File: config.mk
export PLATFORM = sky130hd
export DESIGN_NAME = fpd_sqrt
export DESIGN_NICKNAME = d
export VERILOG_FILES = /design/src/design/fisheye_point_distortion_macros.svh /design/src/design/fpd_pkg.sv /design/src/design/fpd_sqrt.sv
export SDC_FILE = /design/constraint.sdc
export NUM_CORES = 2
export LEC_CHECK = 0
export BUFFER_PORTS_ARGS = -buffer_cell sky130_fd_sc_hd__buf_4
export CAP_MARGIN = 40
export CORE_ASPECT_RATIO = 1.2
export CORE_MARGIN = 10
export CORE_UTILIZATION = 55
export CTS_BUF_LIST = sky130_fd_sc_hd__clkbuf_8 sky130_fd_sc_hd__clkbuf_16
export CTS_CLUSTER_DIAMETER = 120
export DETAILED_ROUTE_END_ITERATION = 7
export PLACE_DENSITY = 0.72
export SLEW_MARGIN = 20
export SYNTH_ARGS = -nofsm -noshare
export SYNTH_HDL_FRONTEND = slang
export SYNTH_SLANG_ARGS = --single-unit
File: constraint.sdc
create_clock -name clk -period 3.4 [get_ports clk]
set_clock_uncertainty 0.15 [all_clocks]
set_input_delay 0 -clock clk [delete_from_list [all_inputs] [get_ports clk]]
set_output_delay 0 -clock clk [all_outputs]
set_load 0.03 [all_outputs]
File: src/design/fisheye_point_distortion_macros.svh
// Assertion macros used by the fisheye_point_distortion design file
`ifndef FISHEYE_POINT_DISTORTION_MACROS_SVH
`define FISHEYE_POINT_DISTORTION_MACROS_SVH

// Implication checked on every clock edge outside reset
`define FPD_ASSERT_IMP(label, ante, cons, msg) \
	label: assert property (@(posedge clk) disable iff (!arst_n) (ante) |-> (cons)) \
		else $error(msg);

// Implication whose consequent is checked in the cycle after the antecedent
`define FPD_ASSERT_NEXT(label, ante, cons, msg) \
	label: assert property (@(posedge clk) disable iff (!arst_n) (ante) |=> (cons)) \
		else $error(msg);

`endif

File: src/design/fpd_pkg.sv
// ----------------------------------------------------------------------------
// fpd_pkg
// Shared widths, reset values, register indexes, stage counts and the item type for the fisheye point block.
// ----------------------------------------------------------------------------
package fpd_pkg;
	localparam int CoordW   = 16;
	localparam int DeltaW   = 17;
	localparam int Dist2W   = 34;
	localparam int RadiusW  = 15;
	localparam int MagW     = 4;
	localparam int DistW    = 17;
	localparam int NumW     = 35;
	localparam int DenW     = 22;
	localparam int FactorW  = 21;
	localparam logic [RadiusW-1:0] RadiusReset = 15'd819;
	localparam logic [MagW-1:0]    MagReset    = 4'd3;
	localparam int CfgIdxW  = 1;
	localparam int CfgDataW = 15;
	localparam logic [CfgIdxW-1:0] RegRadius = 1'b0;
	localparam logic [CfgIdxW-1:0] RegMag    = 1'b1;
	localparam int SqrtStages = 17;
	localparam int DivStages  = 21;

	typedef struct packed {
		logic signed [CoordW-1:0]  fx;
		logic signed [CoordW-1:0]  fy;
		logic signed [CoordW-1:0]  px;
		logic signed [CoordW-1:0]  py;
		logic signed [DeltaW-1:0]  dx;
		logic signed [DeltaW-1:0]  dy;
		logic                      in_lens;
		logic [RadiusW-1:0]        r;
		logic [MagW-1:0]           m;
	} fpd_item_t;
endpackage

File: src/design/fpd_sqrt.sv
// ----------------------------------------------------------------------------
// fpd_sqrt
// Pipelined restoring integer square root, one result bit per stage.
// ----------------------------------------------------------------------------
module fpd_sqrt import fpd_pkg::*; (
	input  logic                 clk,
	input  logic                 arst_n,
	input  logic                 in_valid,
	input  logic [Dist2W-1:0]    radicand,
	input  fpd_item_t            in_item,
	output logic                 out_valid,
	output logic [DistW-1:0]     root,
	output fpd_item_t            out_item
);
	logic [SqrtStages:0]     vld_s1;
	logic [Dist2W-1:0]       rem_s1  [SqrtStages+1];
	logic [Dist2W-1:0]       val_s1  [SqrtStages+1];
	logic [DistW-1:0]        res_s1  [SqrtStages+1];
	fpd_item_t               item_s1 [SqrtStages+1];

	assign vld_s1[0]  = in_valid;
	assign rem_s1[0]  = '0;
	assign val_s1[0]  = radicand;
	assign res_s1[0]  = '0;
	assign item_s1[0] = in_item;

	// stage k takes two radicand bits into the partial remainder
	for (genvar k = 0; k < SqrtStages; k++) begin : g_stage
		logic [Dist2W-1:0] rem_sh;
		logic [Dist2W-1:0] trial;
		always_comb begin
			rem_sh = {rem_s1[k][Dist2W-3:0], val_s1[k][Dist2W-1 -: 2]};
			trial  = Dist2W'({res_s1[k][DistW-1:0], 2'b01});
		end
		always_ff @(posedge clk or negedge arst_n) begin
			if (!arst_n) begin
				vld_s1[k+1] <= 1'b0;
			end else begin
				vld_s1[k+1] <= vld_s1[k];
			end
		end
		always_ff @(posedge clk) begin
			val_s1[k+1]  <= {val_s1[k][Dist2W-3:0], 2'b00};
			item_s1[k+1] <= item_s1[k];
			if (rem_sh >= trial) begin
				rem_s1[k+1] <= rem_sh - trial;
				res_s1[k+1] <= {res_s1[k][DistW-2:0], 1'b1};
			end else begin
				rem_s1[k+1] <= rem_sh;
				res_s1[k+1] <= {res_s1[k][DistW-2:0], 1'b0};
			end
		end
	end

	assign out_valid = vld_s1[SqrtStages];
	assign root      = res_s1[SqrtStages];
	assign out_item  = item_s1[SqrtStages];
endmodule

==> out/metrics.yaml <==
status:
  outcome: "complete, no violations"
timing:
  hold_viol_final: 0
  rsz0062_at_grt: "no"
  slew_violations: 0
  setup_viol: 0
  setup_tns_ps: 0
  fin_crit_ps: 3220
  fmax_mhz: 311
  setup_ws_ps: 182
  worst_pin_slew_ps: 838
  slew_headroom: 0.442
  min_period_over_period: 0.946
route:
  final_antenna_net_count: 0
  totalWireLength_um: 117000
  drc: 0
  vias_per_cell: 4.58
  firstDrtPassIters: 6
  vias: 36710
  drt_iter0_drc: 1702
  wl_per_cell_um: 14.6
cells_and_area:
  syn_to_final_growth_pct: 21.1
  finalNonFillerCells: 8008
  fillers: 8931
  regArea_um2: 58400
  final_core_util: 0.670
  multi_input_area_um2: 13700
  mostFrequentLayoutCell: "dfxtp_1"
  nets: 6339
  final_cell_mix: "2897 x dfxtp_1, 328 x buf_4, 310 x dlygate4sd3_1"
  layout-drive-gt1-share: 0.129
pwr:
  p_per_area_nw_per_um2: 819
  ir_drop_mv: 0.802
  power_uw: 73400
  leakagePower_uw: 0.0392
yosys:
  synth.yosys.seq_area_share: 0.790
  synth_top_area_frac: 0.784
  synth_cells: 5300
  synth_flop_cell: "dfxtp_1"
  yosysUniqueCellTypes: 78
  syn_avg_cell_area_um2: 14.0
  synthArstFlopShare: 0.00583
  synth_top_area_cell: "dfxtp_1"
  ys_warn_count: 0
  syn_area_um2: 74000
  ys_ff_latch: 2914
  yosys-top-cells-area: "dfxtp_1 78%, ha_1 2.9%, xor2_1 2.3%"
  synth_nets: 5626
  synth_edf_count: 0
critical_path:
  cp.arrival_ps: 3840
  crit_chain: "inv_1 -> ha_1 -> nand4_1 -> a211oi_1 -> o31ai_1 -> and3b_1 -> and3_1 -> or3_1 -> nor4_1 -> xor2_1"
  crit_fanout: 6
  endpoint_kind: "register"
  required_ps: 4020
  critical_path_buf_inv_count: 1
  crit_family: "simple AND/OR/NAND/NOR gates"
  crit_slowest_cell: "or3_1"
  slowest_delay_ps: 420
  cp-start-kind: "register"
  critPathKind: "register to register"
clocking:
  cts_hold_buf: 309
  cts_root_buffer: "clkbuf_16"
  ctsResizeCount: 0
  ctsLongestPathBuffers: 3
  numCtsBuffers: 240
  cts_tree: "yes"
  numClockSinks: 2914
  h-tree-depth: 4
  clk_pin_slew_ps: 60
  post-cts-setup-buffer-count: 0
  clkLatencyLatePin_ps: 850
min_path:
  hp-class: "register to register"
floorplan:
  rows: 147
  core-area_um2: 134000
  io_pins: 291
  die_w_um: 355
  dieArea_um2: 150000
  die_h_um: 422
  initial_core_util: 0.553
global_routing:
  grt-ovfl-total: 0
  grt_use_total: 0.155
  first_global_vias: 38215
  grt_max_degree: 30
  antenna_found_initial: 2
  grt_pass1_wl_um: 189000
place:
  dp_hpwl_um: 66200
  dp.cells: 7247
  pre_cts_slack_ps: 236
  port_buffers: 290
  gp_congestion: 0.889
job:
  max_cap_viol_count: 0
[worst register-to-register path, cell delays in order, from the launching register on]
cell      delay (ps)
dfxtp_1          370
inv_1             60
ha_1             380
nand4_1          230
a211oi_1         380
o31ai_1          180
and3b_1          250
and3_1           220
or3_1            420
nor4_1           360
xor2_1           170
[cell families after synthesis]
| group | count (synthesis) | share of synthesized area |
|---|---|---|
| buf+inv | 374 | 0.0256 |
| other cells | 1 | 0.0000507 |
| fa+ha+maj | 171 | 0.0289 |
| xor+xnor | 378 | 0.0448 |
| simple gates | 992 | 0.0693 |
| compound gates | 440 | 0.0372 |
| flops | 2914 | 0.790 |
| mux | 30 | 0.00445 |
[registers in the layout (all words and copies together) (netlist names)]
register	count
val_s1	240
vld_s1	16
out_valid	1
g_stage.rem_sh	498
root	17
out_item	118
g_stage.trial	136
item_s1	1888
[power breakdown]
group	switching (uW)	internal [uW]	total (uW)
sequential	1880	37300	39200
clock	12200	17500	29700
combinational	2150	2280	4420
[layout make-up]
| class | count | area share |
|---|---|---|
| antenna | 1 | 0.0000279 |
| clock buffer | 289 | 0.0748 |
| clock inverter | 159 | 0.0246 |
| inverter | 205 | 0.00859 |
| multi-input combinational | 2012 | 0.153 |
| tap | 1788 | 0.0250 |
| sequential | 2914 | 0.652 |
| timing repair buffer | 640 | 0.0623 |
[worst paths after layout]
path                                           to  cells past startpoint  slack [ps]            startpoint
max                        g_stage[13].rem_sh[27]                     10         180  g_stage[12].trial[6]
min                                 item_s1[1466]                      0         120         item_s1[1584]
max reg2reg                g_stage[13].rem_sh[27]                     10         180  g_stage[12].trial[6]
min reg2reg                         item_s1[1466]                      0         120         item_s1[1584]
max in group asynchronous              vld_s1[15]                      5        2280                arst_n
min in group asynchronous               vld_s1[6]                      4         430                arst_n
[Yosys cell counts, types with 11 or more instances]
cell and count:
and3_1 11, nand3_1 66, dfxtp_1 2897, or4_1 38
or2_2 20, xor2_1 195, buf_4 120, a211oi_1 15
a21oi_1 141, nand2b_1 46, a31oi_1 11, nor2_1 234
nor4_1 88, nand2_1 184, nor2b_1 18, mux2_2 23
inv_1 198, dfrtp_1 17, or3_1 61, o21ai_0 108
xnor2_1 183, a21o_1 37, nand4_1 28, o31ai_1 18
nor3_1 126, ha_1 171, clkbuf_1 39, o21a_1 37
nand3b_1 22
[per-stage QoR]
stage,hold WS [ps],instance area [um2]
finish,116,89600
global route,118,89600
CTS,79.1,89600
detailed placement,-276,77600
global placement,-289,77600
floorplan,-446,74000
[layer usage]
layer	track usage	routed length, um	vias up
li1	-	-	18754
met1	0.162	46000	17055
met2	0.294	63000	649
met3	0.0313	4560	250
met4	0.0652	3580	2
met5	0	13	-
(Power assumes the default switching activity.)
