[src/design/fisheye_point_distortion_macros.svh]
// Assertion macros used by the fisheye_point_distortion design file
`ifndef FISHEYE_POINT_DISTORTION_MACROS_SVH
`define FISHEYE_POINT_DISTORTION_MACROS_SVH

// Implication checked on every clock edge outside reset
`define FPD_ASSERT_IMP(label, ante, cons, msg) \
	label: assert property (@(posedge clk) disable iff (!arst_n) (ante) |-> (cons)) \
		else $error(msg);

// Implication whose consequent is checked in the cycle after the antecedent
`define FPD_ASSERT_NEXT(label, ante, cons, msg) \
	label: assert property (@(posedge clk) disable iff (!arst_n) (ante) |=> (cons)) \
		else $error(msg);

`endif

[src/design/fpd_pkg.sv]
// ----------------------------------------------------------------------------
// fpd_pkg
// Shared widths, reset values, register indexes, stage counts and the item type for the fisheye point block.
// ----------------------------------------------------------------------------
package fpd_pkg;
	localparam int CoordW   = 16;
	localparam int DeltaW   = 17;
	localparam int Dist2W   = 34;
	localparam int RadiusW  = 15;
	localparam int MagW     = 4;
	localparam int DistW    = 17;
	localparam int NumW     = 35;
	localparam int DenW     = 22;
	localparam int FactorW  = 21;
	localparam logic [RadiusW-1:0] RadiusReset = 15'd819;
	localparam logic [MagW-1:0]    MagReset    = 4'd3;
	localparam int CfgIdxW  = 1;
	localparam int CfgDataW = 15;
	localparam logic [CfgIdxW-1:0] RegRadius = 1'b0;
	localparam logic [CfgIdxW-1:0] RegMag    = 1'b1;
	localparam int SqrtStages = 17;
	localparam int DivStages  = 21;

	typedef struct packed {
		logic signed [CoordW-1:0]  fx;
		logic signed [CoordW-1:0]  fy;
		logic signed [CoordW-1:0]  px;
		logic signed [CoordW-1:0]  py;
		logic signed [DeltaW-1:0]  dx;
		logic signed [DeltaW-1:0]  dy;
		logic                      in_lens;
		logic [RadiusW-1:0]        r;
		logic [MagW-1:0]           m;
	} fpd_item_t;
endpackage

[src/design/fpd_div.sv]
// ----------------------------------------------------------------------------
// fpd_div
// Pipelined restoring divider for the lens factor, one quotient bit per stage.
// ----------------------------------------------------------------------------
module fpd_div import fpd_pkg::*; (
	input  logic                 clk,
	input  logic                 arst_n,
	input  logic                 in_valid,
	input  logic [NumW-1:0]      num,
	input  logic [DenW-1:0]      den,
	input  fpd_item_t            in_item,
	output logic                 out_valid,
	output logic [FactorW-1:0]   quot,
	output fpd_item_t            out_item
);
	// quotient fits in FactorW bits: num < 2^(FactorW) * den since (m+1)r <= 16 r and den >= r
	localparam int RemW = DenW + 1;
	logic [DivStages:0]   vld_s1;
	logic [RemW-1:0]      rem_s1  [DivStages+1];
	logic [NumW-1:0]      num_s1  [DivStages+1];
	logic [DenW-1:0]      den_s1  [DivStages+1];
	logic [FactorW-1:0]   q_s1    [DivStages+1];
	fpd_item_t            item_s1 [DivStages+1];

	assign vld_s1[0]  = in_valid;
	// upper bits of num below den are preloaded; quotient <= 16<<16 < 2^21
	assign rem_s1[0]  = RemW'(num[NumW-1:FactorW]);
	assign num_s1[0]  = num;
	assign den_s1[0]  = den;
	assign q_s1[0]    = '0;
	assign item_s1[0] = in_item;

	for (genvar k = 0; k < DivStages; k++) begin : g_stage
		logic [RemW-1:0] rem_sh;
		always_comb begin
			rem_sh = {rem_s1[k][RemW-2:0], num_s1[k][FactorW-1-k]};
		end
		always_ff @(posedge clk or negedge arst_n) begin
			if (!arst_n) begin
				vld_s1[k+1] <= 1'b0;
			end else begin
				vld_s1[k+1] <= vld_s1[k];
			end
		end
		always_ff @(posedge clk) begin
			num_s1[k+1]  <= num_s1[k];
			den_s1[k+1]  <= den_s1[k];
			item_s1[k+1] <= item_s1[k];
			if (rem_sh >= RemW'(den_s1[k])) begin
				rem_s1[k+1] <= rem_sh - RemW'(den_s1[k]);
				q_s1[k+1]   <= {q_s1[k][FactorW-2:0], 1'b1};
			end else begin
				rem_s1[k+1] <= rem_sh;
				q_s1[k+1]   <= {q_s1[k][FactorW-2:0], 1'b0};
			end
		end
	end

	assign out_valid = vld_s1[DivStages];
	assign quot      = q_s1[DivStages];
	assign out_item  = item_s1[DivStages];
endmodule

[config.mk]
export PLATFORM = sky130hd
export DESIGN_NAME = fpd_div
export DESIGN_NICKNAME = d
export VERILOG_FILES = /design/src/design/fisheye_point_distortion_macros.svh /design/src/design/fpd_pkg.sv /design/src/design/fpd_div.sv
export SDC_FILE = /design/constraint.sdc
export NUM_CORES = 2
export LEC_CHECK = 0
export BUFFER_PORTS_ARGS = -buffer_cell sky130_fd_sc_hd__buf_2
export CAP_MARGIN = 40
export CORE_UTILIZATION = 25
export CTS_BUF_LIST = sky130_fd_sc_hd__clkbuf_4 sky130_fd_sc_hd__clkbuf_8
export CTS_CLUSTER_DIAMETER = 120
export DETAILED_ROUTE_END_ITERATION = 10
export PLACE_DENSITY_LB_ADDON = 0.05
export SYNTH_ARGS = -nofsm -noshare
export SYNTH_HDL_FRONTEND = slang
export SYNTH_SLANG_ARGS = --single-unit
[constraint.sdc]
create_clock -name clk -period 6.3 [get_ports clk]
set_input_delay 1.89 -clock clk [delete_from_list [all_inputs] [get_ports clk]]
set_output_delay 1.89 -clock clk [all_outputs]
set_load 0.05 [all_outputs]
==> run metrics <==
asr flop ratio synth 0.00550; Syn Area/Cell between 10 and 15 um2; drt drc 0; num rows between 200 and 250; I/O Buffers about 320; # resized after CTS 0; setup TNS 0 ps; CTS hold repair buffers 0; Via density between 3 and 4; Top Layer Used met5; die width 650 um; net count reported at finish between 9000 and 10000; Yosys cell types 90; Root Driver clkbuf_8; ANT nets after route 0; DRT met1 WL 82400 um; met3 wire length 10600 um; crit end category register; power density cells slightly above 500 mW/mm2; Worst slew margin 0.395; Finished Cell Area roughly 0.13 mm2; Layout Skew around 93 ps; CP required 7290 ps; Worst-Margin Slew 885 ps; critical path arrival ~5400 ps; Mapped Nets 8568; Clock Pin Slew Worst Setup and Hold Paths approximately 60 ps; commonest non-fill, non-tap cell in the layout dfxtp_1; Placer Congestion roughly 0.80; vias in the first global route between 50000 and 60000; Clock Path Buffers 4; # setup viols final 0; CP Launch Type primary input; 1st-pass router iterations 7; WL/cell 13.3 um; Layout area overhead 20.7%; Post-synth top flop dfxtp_1; initial antenna violation count 6; Synth Cell Area about 0.11 mm2; Cells after Synth approximately 8000; Power, Total approximately 0.066 W; Synth Register Bits approximately 3800; post-CTS setup buffers 0; first-pass GRT wire length 312000 um; number of flops mapped to enable cells by yosys 0; share of the synthesized area in the top cell type 0.724; gr ovfl total 0; HPWL after DPL 135000 um; first-iteration detailed-routing DRC count between 1500 and 2000; clock sinks approximately 3800; Lkg Pwr ~56 nW; die area between 0.4 and 0.5 mm2; maximum number of pins on one net before global-route repair 45; Clock Latency Late Sink around 1200 ps; Tot GR Track Use 0.0911; number of top-level pins 318; Max Clock Freq between 200 and 250 MHz; outcome finished, final reports clean; fraction of layout cells with a size suffix above 1 0.201; sequential element share of the synthesized area 0.729; worst vdd ir roughly 0.00019 V; most frequent cells in the layout 3799 x dfxtp_1, 828 x clkbuf_8, 605 x inv_1; fin. max-slew vios 0; Synth area leader dfxtp_1; max-cap violations 0; Chip Height ~650 um; Routed met2 length between 90000 and 100000 um; fin crit share 0.695; Hold Vio Cnt, Final 0; worst-path maximum fanout 8; core area between 0.4 and 0.5 mm2; largest cells by area after synthesis dfxtp_1 72%, ha_1 5.4%, mux2_2 2.7%, inv_1 2.2%, xnor2_1 1.9%; worst hold path type reg2reg; placed inst area about 0.11 mm2; routed vias roughly 55000; crit path kind in2reg; CTS Buf Count 658; min Tclk post-route around 4400 ps; Yosys warning count 0; H-tree depth 6; Starting Density 0.252; CTS tree built; RSZ-0062 raised after global routing no; Post-Route WL 196000 um
[flip-flops by register name (all words and copies together) (netlist names)]
signal	cells
quot	21
g_stage.rem_sh	460
out_valid	1
den_s1	440
q_s1	210
num_s1	190
out_item	118
vld_s1	20
item_s1	2360
[final cells by class]
class | instances | area, um2
diodes | 4 | 10.0
clock buffers | 1035 | 12900
clock inverters | 133 | 1400
fillers | 42217 | 291000
inverters | 605 | 2270
multi-input cells | 3266 | 24800
flip-flops and latches | 3820 | 76600
well taps | 5497 | 6880
repair buffers | 350 | 1880
[where the power goes]
group,switching [W],internal (W),leakage (nW)
clock network,0.00985,0.0136,7.65
registers,0.00129,0.0271,32.3
logic,0.00745,0.00633,15.6
[metrics by stage]
stage / utilization / setup WS, ps / hold WS, ps / cells
after floorplan: - / 1630 / 310 / 7915
after global placement: 0.269 / 903 / 309 / 13529
after detailed placement: 0.269 / 819 / 312 / 13538
after CTS: 0.304 / 1960 / 285 / 14706
after global routing: 0.304 / 1730 / 292 / 14707
final: 0.304 / 1920 / 290 / 14710
[Yosys cell counts, types with 27 or more instances]
| cell type | count |
|---|---|
| a31oi_1 | 32 |
| a21o_1 | 156 |
| xor2_1 | 124 |
| inv_1 | 605 |
| clkbuf_1 | 50 |
| nand4_1 | 62 |
| nand3_1 | 79 |
| nor3_1 | 60 |
| o21bai_1 | 67 |
| nand2b_1 | 45 |
| nor2_1 | 220 |
| o21ai_0 | 282 |
| o21a_1 | 42 |
| a21oi_1 | 339 |
| buf_2 | 27 |
| nor2b_1 | 50 |
| o31ai_1 | 27 |
| nand2_1 | 319 |
| mux2_2 | 248 |
| dfxtp_1 | 3799 |
| and3_1 | 41 |
| buf_4 | 141 |
| xnor2_1 | 224 |
| ha_1 | 455 |
[path summary, 6_finish.rpt]
check / startpoint / to / slack [ps] / cells past startpoint
hold reg to reg: num_s1[707]$_DFF_P_ / num_s1[672]$_DFF_P_ / 290 / 0
setup / recovery: num[20] / g_stage[1].rem_sh[11]$_DFF_P_ / 1920 / 15
max in group asynchronous: arst_n / vld_s1[15]$_DFF_PN0_ / 5250 / 1
min in group asynchronous: arst_n / vld_s1[4]$_DFF_PN0_ / 730 / 1
hold / removal: num_s1[707]$_DFF_P_ / num_s1[672]$_DFF_P_ / 290 / 0
setup reg to reg: den_s1[331]$_DFF_P_ / g_stage[7].rem_sh[16]$_DFF_P_ / 2060 / 12
[worst max-delay path: stages]
cell and delay (ps):
buf_2 110, inv_1 50, ha_1 130, inv_1 50
fa_1 410, a21o_1 210, a21oi_1 230, o21bai_1 100
a21o_1 250, a221oi_1 480, o21ai_0 230, a21oi_1 320
a2111o_1 450, inv_1 160, mux2_2 300
[layer usage]
layer	GRT usage	up-vias
met1	0.101	25629
met2	0.157	1197
li1	-	27907
met5	0	-
met4	0.0510	6
met3	0.0243	637
[logic make-up (layout without fill, tap and decap cells)]
kind of cell | Yosys count | after routing | share of synthesized area
AOI/OAI and AO/OA | 1171 | 1171 | 0.0722
xor gates and xnor gates | 348 | 348 | 0.0290
adders and majority gates | 475 | 475 | 0.0580
buffers and inverters | 829 | 2123 | 0.0354
DFF | 3820 | 3820 | 0.729
muxes | 297 | 297 | 0.0322
other | 0 | 4 | 0
and+or+nand+nor | 975 | 975 | 0.0442
Power figures use the tool's default switching activity.
